$ cat config.mk
export PLATFORM = sky130hd
export DESIGN_NAME = prx_delay
export DESIGN_NICKNAME = d
export VERILOG_FILES = /design/src/rtl/point_rotate_x_then_y_top_assert.svh /design/src/rtl/prx_delay.sv
export SDC_FILE = /design/constraint.sdc
export NUM_CORES = 1
export LEC_CHECK = 0
export BUFFER_PORTS_ARGS = -buffer_cell sky130_fd_sc_hd__buf_2
export CAP_MARGIN = 30
export CELL_PAD_IN_SITES_DETAIL_PLACEMENT = 1
export CELL_PAD_IN_SITES_GLOBAL_PLACEMENT = 2
export CORE_MARGIN = 4
export CORE_UTILIZATION = 32
export CTS_CLUSTER_SIZE = 28
export DETAILED_ROUTE_END_ITERATION = 10
export GPL_TIMING_DRIVEN = 0
export PLACE_DENSITY = 0.82
export SYNTH_ARGS = -nofsm -noshare
export SYNTH_HDL_FRONTEND = slang
export SYNTH_SLANG_ARGS = --single-unit
export TNS_END_PERCENT = 1
$ cat constraint.sdc
create_clock -name clk -period 0.8 [get_ports clk]
set_input_delay 0.2 -clock clk [delete_from_list [all_inputs] [get_ports clk]]
set_output_delay 0.2 -clock clk [all_outputs]
set_load 0.1 [all_outputs]
$ cat src/rtl/point_rotate_x_then_y_top_assert.svh
// ----------------------------------------------------------------------------
// Assertion macros for the point rotation block
// Concurrent checks on clk with rst as the disable condition.
// ----------------------------------------------------------------------------
`ifndef POINT_ROTATE_X_THEN_Y_TOP_ASSERT_SVH
`define POINT_ROTATE_X_THEN_Y_TOP_ASSERT_SVH

// same-cycle implication
`define PRX_ASSERT_IMPLY(lbl, ante, cons, msg) \
  lbl: assert property (@(posedge clk) disable iff (rst) (ante) |-> (cons)) else $error(msg);

// next-cycle implication
`define PRX_ASSERT_NEXT(lbl, ante, cons, msg) \
  lbl: assert property (@(posedge clk) disable iff (rst) (ante) |=> (cons)) else $error(msg);

`endif

$ cat src/rtl/prx_delay.sv
// ----------------------------------------------------------------------------
// prx_delay
// Enabled shift line that keeps side data aligned with the pipeline.
// ----------------------------------------------------------------------------
module prx_delay #(
  parameter int WIDTH = 32,
  parameter int DEPTH = 2
) (
  input  logic             clk,
  input  logic             en,
  input  logic [WIDTH-1:0] din,
  output logic [WIDTH-1:0] dout
);

  logic [WIDTH-1:0] tap [DEPTH];

  // shift on every pipeline advance
  always_ff @(posedge clk) begin
    if (en) begin
      tap[0] <= din;
      for (int i = 1; i < DEPTH; i++) begin
        tap[i] <= tap[i-1];
      end
    end
  end

  assign dout = tap[DEPTH-1];

endmodule

# Word-level counts from Yosys, hierarchy flattened
# Memories as Yosys holds them, arrays and structs flattened.
# Index checks and enable logic that the tools add are counted.
dict set report totals {
  reg_bits 0
  out_inout_bits 32
  latch_bits 0
  romBits 0
  ram_bits 64
  word_cells 3
  memories 1
  input_bits 34
}
dict set report classes {
  bitwise 0
  n_mux 2
  n_eq_ne 0
  add_sub_neg 0
  order_cmp 0
  n_mul 0
  reduce_logical 0
  shifts 0
  div 0
}
# memory depth width read_ports rd_clocked_by_memory_dff write_ports line_no
set mem_list {}
lappend mem_list {tap 2 32 2 0 2 prx_delay.sv:15} ;# logic [WIDTH-1:0] tap [DEPTH];
# op count
set ops {}
lappend ops {{two-way mux 1 bit} 2}

# Longest topological paths before layout
dict set report depth {
  word_depth 2
  mapped_depth 1
  depth_no_buf 0
}

# Least setup slack after synthesis
# OpenSTA, ideal clock, no wires.
dict set report synth_timing {
  path_kind {register to output}
  startpoint {memory tap[1][0], in the netlist tap[0][32]}
  endpoint {output dout[0]}
  t_required_ps 600
  path_buffers 1
  stages_incl_launch_ff 2
  path_slack_ps 25
  arrival_ps 575
  path_cell_list {edfxtp_1 -> buf_4}
}
# element line_no
set synth_rtl {}
lappend synth_rtl {{from (decl)} prx_delay.sv:15}
lappend synth_rtl {{to (decl)} prx_delay.sv:12} ;# output logic [WIDTH-1:0] dout

==> flow_summary.json <==
{
  "regArea_sq_mm": 0.00192,
  "cts_tree": "yes",
  "synth.distinct_cells": 2,
  "antenna_left": 0,
  "die_h_um": 90.2,
  "drive_gt1_share_pct": 54.5,
  "numPortBuffers": 65,
  "ios": 66,
  "ys_seq_area_share_pct": 88.9,
  "r2r-start": "tap[0][15]$_DFFE_PP_",
  "final_common_cell": "edfxtp_1",
  "clkLatencyLatePin_ns": 0.33,
  "num_rows": 29,
  "fin_util_pct": 46.5,
  "largest_reg_flops": 64,
  "postCtsSetupRepairBufs": 0,
  "multiInputGateArea_sq_um": 0,
  "drt-vias-per-instance": 3.99,
  "ff2ff_path_depth": 0,
  "die_w_um": 90.2,
  "slowest_stage": "edfxtp_1",
  "reg2reg_slack_ns": 0.15,
  "cp_num_cells": 1,
  "yosys.area.top_type": "edfxtp_1",
  "ys_seq_elements": 64,
  "cts.sinks": 64,
  "grt_usage_pct": 8.84,
  "syn_area_sq_mm": 0.00216,
  "areaGrowthSynthToFinish_pct": 38.8,
  "startpoint": "tap[0][63]$_DFFE_PP_",
  "slowest_delay_ns": 0.43,
  "yosys.area_share.simple_pct": 0,
  "reg2reg_to": "tap[0][47]$_DFFE_PP_",
  "worst_pin_slew_ns": 0.317,
  "rsz0062_at_grt": "yes",
  "dp_slack_ns": -0.507,
  "fin_nets": 175,
  "grt_pass1_wl_mm": 5.22,
  "vias": 886,
  "crit_family": "flip-flops",
  "place_area_sq_mm": 0.00260,
  "wire_per_inst_um": 14.6,
  "nMultiInputCombCells": 0,
  "hpwl_mm": 2.35,
  "critPathCapture": "dout[31]",
  "largestRegisters": "tap x64",
  "power_leakage_nw": 1.15,
  "fp.dieArea_sq_mm": 0.00814,
  "cap_violations": 0,
  "post-route-period-util_pct": 143,
  "grt_max_degree": 41,
  "max_freq_mhz": 871,
  "total_power_mw": 7.66,
  "power_per_cell_area_mw_per_mm2": 2550,
  "cp_max_fo": 1,
  "setup_ws_ns": -0.347,
  "crit_buf_inv": 1,
  "arrival_ns": 0.95,
  "ys_warn_count": 0,
  "detail_route.iter0.violations": 68,
  "grt_pass1_vias": 989,
  "critPathCaptureType": "output port",
  "synth-compound-area-share_pct": 0,
  "max_slew_margin_pct": 78.9,
  "cts_made_buffers": 9,
  "clockRootBuffer": "clkbuf_8",
  "synthTopCellsByArea": "edfxtp_1, buf_4",
  "ir_worst_vdd_v": 0.00162,
  "finalSetupViolations": 32,
  "period_minus_slack_ns": 1.15,
  "synth_top_family_by_area": "buffers and inverters",
  "holdCritPathClass": "input port to flop",
  "gp_congestion": 0.738,
  "drv_slew": 0,
  "cp_data_required_time_ns": 0.60,
  "synthAdderAreaFrac_pct": 0,
  "start_util_pct": 33.5,
  "outcome": "complete, but fails checks",
  "dr.pass1.iters": 3,
  "path_class": "flop to output port",
  "cp-start-kind": "flop",
  "avgSynthCellArea_sq_um": 22.5,
  "finalWirelength_mm": 3.24,
  "cp_cell_sequence": "buf_12",
  "whs_ns": 0.0443,
  "finalHoldViolations": 0,
  "grt-ovfl-total": 0,
  "synth_top_cell_area_share_pct": 88.9,
  "antenna_found_initial": 0,
  "fillerInstances": 597,
  "synthMuxAreaShare_pct": 0,
  "synthXorXnorAreaFrac_pct": 0,
  "clk_pin_slew_ns": 0.06,
  "mostFrequentLayoutCells": "edfxtp_1, buf_12, buf_2",
  "htreeDepth": 3,
  "syn_nets": 130,
  "n_antenna_cell": 0,
  "ctsLongestPathBuffers": 2,
  "regMostFlops": "tap",
  "design_area_sq_mm": 0.00300,
  "drc_errors": 0,
  "synth_cells": 96,
  "fin_worst_skew_ns": 0.00315,
  "core_area_sq_mm": 0.00646,
  "violations": "setup timing"
}
## per-layer routing
metal	routed length, um	GRT usage (%)	vias to the layer above
met5	0	0	-
met4	63	5.74	0
met3	358	5.34	8
met2	1600	13.4	48
met1	1220	9.18	417
li1	-	-	413
## cells in the mapped netlist
master / number
edfxtp_1: 64
buf_4: 32
## what timing repair did
action | 4_1_cts | 5_1_grt
endpoints found under the hold margin | 0 | 0
resized for setup | 129 | 0
hold buffers | 0 | 0
endpoints found under the setup margin | 72 | 32
## cell families after synthesis
group,count (synthesis)
flip-flops,64
buffers and inverters,32
## worst min path at each step
stage / from / endpoint / slack [ns] / cells after the start
6_report: din[24] / tap[0][24]$_DFFE_PP_ / 0.04 / 1
5_1_grt: din[6] / tap[0][6]$_DFFE_PP_ / 0.02 / 1
2_1_floorplan: din[0] / tap[0][0]$_DFFE_PP_ / 0.30 / 0
3_5_place_dp: din[24] / tap[0][24]$_DFFE_PP_ / 0.38 / 1
3_3_place_gp: din[15] / tap[0][15]$_DFFE_PP_ / 0.38 / 1
4_1_cts: din[10] / tap[0][10]$_DFFE_PP_ / 0.02 / 1
## layout make-up
cell class,count,share of cell area (%)
clock buffers,11,4.38
clock inverters,4,0.751
flip-flops and latches,64,64.1
well taps,77,3.21
repair buffers,66,27.6
## report_power, final
group          total (mW)  switching (mW)  internal, mW
sequential           4.11           0.122          3.99
clock                2.18            1.09          1.09
combinational        1.37           0.909         0.461
## per-stage QoR
| stage | setup TNS, ns | cells |
|---|---|---|
| final | -10.70 | 222 |
| after global routing | -12.14 | 222 |
| after CTS | -11.65 | 222 |
| after detailed placement | -32.86 | 239 |
| after global placement | -57.29 | 238 |
| after floorplan | 0 | 96 |
No activity file was read; power rests on OpenSTA's default activity.
